**src/rtl/animation_easing_progress_defines.svh**
```systemverilog
// Assertion macros used by the easing progress top level
`ifndef ANIMATION_EASING_PROGRESS_DEFINES_SVH
`define ANIMATION_EASING_PROGRESS_DEFINES_SVH
// implication checked on every rising clock edge outside reset
`define AEP_ASSERT_IMP(label, ante, cons) \
  label: assert property (@(posedge clk) disable iff (rst) (ante) |-> (cons)) \
    else $error("assertion failed");
// next-cycle implication outside reset
`define AEP_ASSERT_NEXT(label, ante, cons) \
  label: assert property (@(posedge clk) disable iff (rst) (ante) |=> (cons)) \
    else $error("assertion failed");
`endif

```
**src/rtl/aep_divider.sv**
```systemverilog
// Pipelined restoring fraction divider: q = floor(num*2^QBITS/den), num < den
module aep_divider #(
  parameter int NBITS = 32,
  parameter int QBITS = 16,
  parameter int SBITS = 4,
  parameter int TBITS = 1
) (
  input  logic             clk,
  input  logic             rst,
  input  logic             adv,
  input  logic             in_valid,
  input  logic [NBITS-1:0] num,
  input  logic [NBITS-1:0] den,
  input  logic [TBITS-1:0] tag_in,
  output logic             out_valid,
  output logic [QBITS-1:0] quot,
  output logic [TBITS-1:0] tag_out
);
  // one quotient bit per step, a register stage every SBITS steps
  localparam int NST = (QBITS + SBITS - 1) / SBITS;

  logic [NBITS-1:0] r_q [NST+1];
  logic [NBITS-1:0] d_q [NST+1];
  logic [QBITS-1:0] q_q [NST+1];
  logic [TBITS-1:0] t_q [NST+1];
  logic             v_q [NST+1];

  always_comb begin
    r_q[0] = num;
    d_q[0] = den;
    q_q[0] = '0;
    t_q[0] = tag_in;
    v_q[0] = in_valid;
  end

  for (genvar s = 0; s < NST; s++) begin : g_st
    logic [NBITS-1:0] rn;
    logic [QBITS-1:0] qn;
    logic [NBITS-1:0] r_reg, d_reg;
    logic [QBITS-1:0] q_reg;
    logic [TBITS-1:0] t_reg;
    logic             v_reg;

    // up to SBITS dependent compare-subtract steps
    always_comb begin
      logic [NBITS:0] r2;
      r2 = '0;
      rn = r_q[s];
      qn = q_q[s];
      for (int k = 0; k < SBITS; k++) begin
        if (s * SBITS + k < QBITS) begin
          r2 = {rn, 1'b0};
          qn = {qn[QBITS-2:0], 1'b0};
          if (r2 >= {1'b0, d_q[s]}) begin
            r2 = r2 - {1'b0, d_q[s]};
            qn[0] = 1'b1;
          end
          rn = r2[NBITS-1:0];
        end
      end
    end

    always_ff @(posedge clk) begin
      if (rst) begin
        v_reg <= 1'b0;
      end else if (adv) begin
        v_reg <= v_q[s];
      end
      if (adv) begin
        r_reg <= rn;
        d_reg <= d_q[s];
        q_reg <= qn;
        t_reg <= t_q[s];
      end
    end

    always_comb begin
      r_q[s+1] = r_reg;
      d_q[s+1] = d_reg;
      q_q[s+1] = q_reg;
      t_q[s+1] = t_reg;
      v_q[s+1] = v_reg;
    end
  end

  assign out_valid = v_q[NST];
  assign quot      = q_q[NST];
  assign tag_out   = t_q[NST];
endmodule
```
**config.mk**
```make
export PLATFORM = sky130hd
export DESIGN_NAME = aep_divider
export DESIGN_NICKNAME = d
export VERILOG_FILES = /design/src/rtl/animation_easing_progress_defines.svh /design/src/rtl/aep_divider.sv
export SDC_FILE = /design/constraint.sdc
export NUM_CORES = 2
export LEC_CHECK = 0
export BUFFER_PORTS_ARGS = -buffer_cell sky130_fd_sc_hd__buf_2
export CAP_MARGIN = 20
export CORE_ASPECT_RATIO = 0.8
export CORE_UTILIZATION = 65
export CTS_CLUSTER_DIAMETER = 80
export DETAILED_ROUTE_END_ITERATION = 6
export PLACE_DENSITY = 0.79
export SLEW_MARGIN = 20
export SYNTH_ARGS = -nofsm -noshare
export SYNTH_HDL_FRONTEND = slang
export SYNTH_SLANG_ARGS = --single-unit
export TNS_END_PERCENT = 5
```
**constraint.sdc**
```tcl
create_clock -name clk -period 17.5 [get_ports clk]
set_input_delay 2.625 -clock clk [delete_from_list [all_inputs] [get_ports clk]]
set_output_delay 2.625 -clock clk [all_outputs]
set_load 0.03 [all_outputs]
```
==> parameters.txt <==
Parameter                              Value

Run status
  Outcome ... complete, no violations

Synthesis
  Fraction of post-synthesis cell area in the top cell type by area ... 19.4%
  Post-synth EDFFs ... 236
  Number of instances in the synthesized netlist ... 4,427
  Area contributors post-synth ... sky130_fd_sc_hd__edfxtp_1, sky130_fd_sc_hd__ha_1, sky130_fd_sc_hd__xnor2_1
  Synth area leader ... sky130_fd_sc_hd__edfxtp_1
  Share of synthesized flip-flops with an asynchronous set or reset ... 0%
  Count of cell types in the netlist ... 98
  Sequential element share of the synthesized area ... 19.6%
  Synth warn ... 0
  Syn avg cell area ... 8.26 um^2
  Number of nets in the synthesized netlist ... 5,000
  Combined area of all synthesized cells ... 0.0366 mm^2
  Top_reg_cell synth ... sky130_fd_sc_hd__edfxtp_1
  Number of register bits inferred by synthesis ... 240

Route
  Remaining design rule violation count ... 0
  Overall routed net length ... 115,000 um
  Post-route ant nets ... 0
  Amount of wire on met3 after detailed routing ... 12,900 um
  Routed wire length on met2 ... 44,600 um
  Highest signal layer in the routed design ... met4
  Vias ... 35,100
  Average detailed-routed wire length per instance ... 21.9 um
  Total routed wire length on the met1 layer ... 52,500 um
  Initial DRC Count ... 4,231
  Router iterations before antenna repair ... 7
  Vias per cell ... 6.72

Floorplanning
  Die width ... 267 um
  Number of standard-cell rows in the floorplan ... 77
  Ports placed on the boundary ... 87
  Die Y-Extent ... 214 um
  Core region area ... 0.0554 mm^2
  Starting density of the core ... 66.0%
  Full die area ... 0.0572 mm^2

CTS
  H-Tree Level Count ... 1
  Setup repair bufs after CTS ... 0
  Bufs on Longest Clock Path ... 3
  Source-to-sink clock delay at the later pin of the worst-skew pair ... 0.62 ns
  Clock root buffer ... sky130_fd_sc_hd__clkbuf_16
  Clock edge transition at the registers on the reported setup and hold paths ... 0.07 ns
  CTS buffer count ... 30
  CTS tree ... yes
  TritonCTS sink count ... 240
  CTS-repair resized insts ... 0
  Hold-fix buffer count after cts ... 0

Timing
  Slew Viols, Final ... 0
  Count of final setup violators ... 0
  Slew of the pin with the lowest slew margin ... 1.21 ns
  Total negative slack ... 0 ns
  Maximum operating frequency ... 60.2 MHz
  Slew margin rel. ... 19.6%
  Share of the clock period used by the worst path ... 95.0%
  RSZ-0062 raised after global routing ... no
  Fin crit period ... 16.62 ns
  Setup skew after layout ... 0.0251 ns
  Endpoints failing hold ... 0

Setup path
  Cell family with most CP delay ... compound AO/OA/AOI/OAI gates
  Peak per-stage delay on the critical path ... 1.10 ns
  Crit start category ... input pin
  Critical-path cell with the highest stage delay ... sky130_fd_sc_hd__and4_1
  Type of destination of the critical path ... flop
  Worst EP required ... 17.96 ns
  Worst r2r path cells ... 49
  Reg2reg setup slack ... 2.89 ns
  Critical path class ... in -> reg
  Count of cell instances traversed by the critical path ... 55
  Maximum fanout count along the critical path ... 38
  Total buffers and inverters traversed by the critical path ... 10
  Data arrival, critical path ... 17.08 ns

Final layout
  ANT cells ... 0
  Fill cells ... 4,642
  Area added between synthesis and finish ... 5.81%
  NumNets Final ... 5,029
  Proportion of layout cells with a drive suffix above 1 ... 9.71%

Global routing
  Largest net degree at the start of global routing ... 111
  First-pass GRT wire length ... 174,000 um
  Total track usage ... 38.7%
  Sum of overflow across all layers after global routing ... 0
  Number of antenna violations at the first check in global routing ... 0
  Vias in the first global route ... 31,000

Worst hold path
  Depth of the worst hold-timing path ... 0
  Classification of the worst-slack hold path ... reg -> reg

Flow run
  Number of maximum-capacitance violations ... 0

Placement
  Number of port buffers ... 86
  Final weighted congestion of routability-driven global placement ... 1.02
  DPL Wire Length ... 92,400 um
[area by class of cell]
type	instances	area (um^2)	area share, %
Tap cell	750	938	2.43
Timing Repair Buffer	105	583	1.51
Sequential cell	240	7170	18.5
Multi-Input combinational cell	3823	28000	72.3
Clock inverter	20	264	0.683
Inverter	256	961	2.48
Clock buffer	35	791	2.04
[worst paths after layout]
path                         startpoint                           to
max                              den[5]  g_st[0].r_reg[27]$_DFFE_PP_
min          g_st[2].q_reg[2]$_DFFE_PP_            quot[6]$_DFFE_PP_
max reg2reg  g_st[0].d_reg[1]$_DFFE_PP_  g_st[1].r_reg[12]$_DFFE_PP_
min reg2reg  g_st[2].q_reg[2]$_DFFE_PP_            quot[6]$_DFFE_PP_
[stage by stage]
stage                     instance area [um^2]  instances  utilization [%]  worst slack, ns  hold slack (ns)
after floorplan                          36600       4427                -             3.06            0.400
after global placement                   37600       5174             67.9             1.01            0.401
after detailed placement                 37600       5174             67.9            0.621            0.405
after CTS                                38700       5229             69.8             1.22            0.415
after global routing                     38700       5229             69.8           0.0313            0.420
final                                    38700       5229             69.8            0.877            0.412
[metal layers]
metal	GRT usage, %	vias up
met5	0	-
met4	13.4	0
li1	-	16600
met2	53.4	1854
met3	7.10	202
met1	59.3	16400
[cells by family after synthesis]
logic type                 share of synthesized area [%]
xor gates and xnor gates                            9.63
DFF                                                 19.6
and+or+nand+nor                                     15.1
AOI/OAI and AO/OA                                   26.7
adders and majority gates                           17.3
buffers and inverters                               3.91
muxes                                               7.71
[Yosys cell counts, drive strengths merged (69+ instances only)]
cell type / count
inv: 256
xnor2: 275
o21ai: 338
nor3: 76
nand4: 69
nand3: 86
a21o: 231
mux2: 227
a21oi: 471
ha: 500
edfxtp: 236
xor2: 127
nand2: 309
nor2: 325
[cell usage in the layout (no fill, tap or decap), drive strengths merged, types with 16 or more instances in the layout]
cell type,n
o31ai,26
nor3,76
nand2,309
or2,24
a21oi,471
xor2,127
nand3,86
nor2b,59
clkbuf,35
ha,500
edfxtp,236
and2,21
nand4,69
o21ai,338
nor2,325
a31oi,33
a211o,17
mux2i,25
buf,105
and3,40
and4,16
or3,27
xnor2,275
o21bai,66
nand2b,62
inv,261
o21a,64
a22oi,20
a221o,16
a211oi,40
mux2,227
o211ai,19
a21o,231
a21boi,19
Power is left out: the tool's default activity adds up to more than one toggle a clock period on the data nets, which glitch-free logic cannot reach.
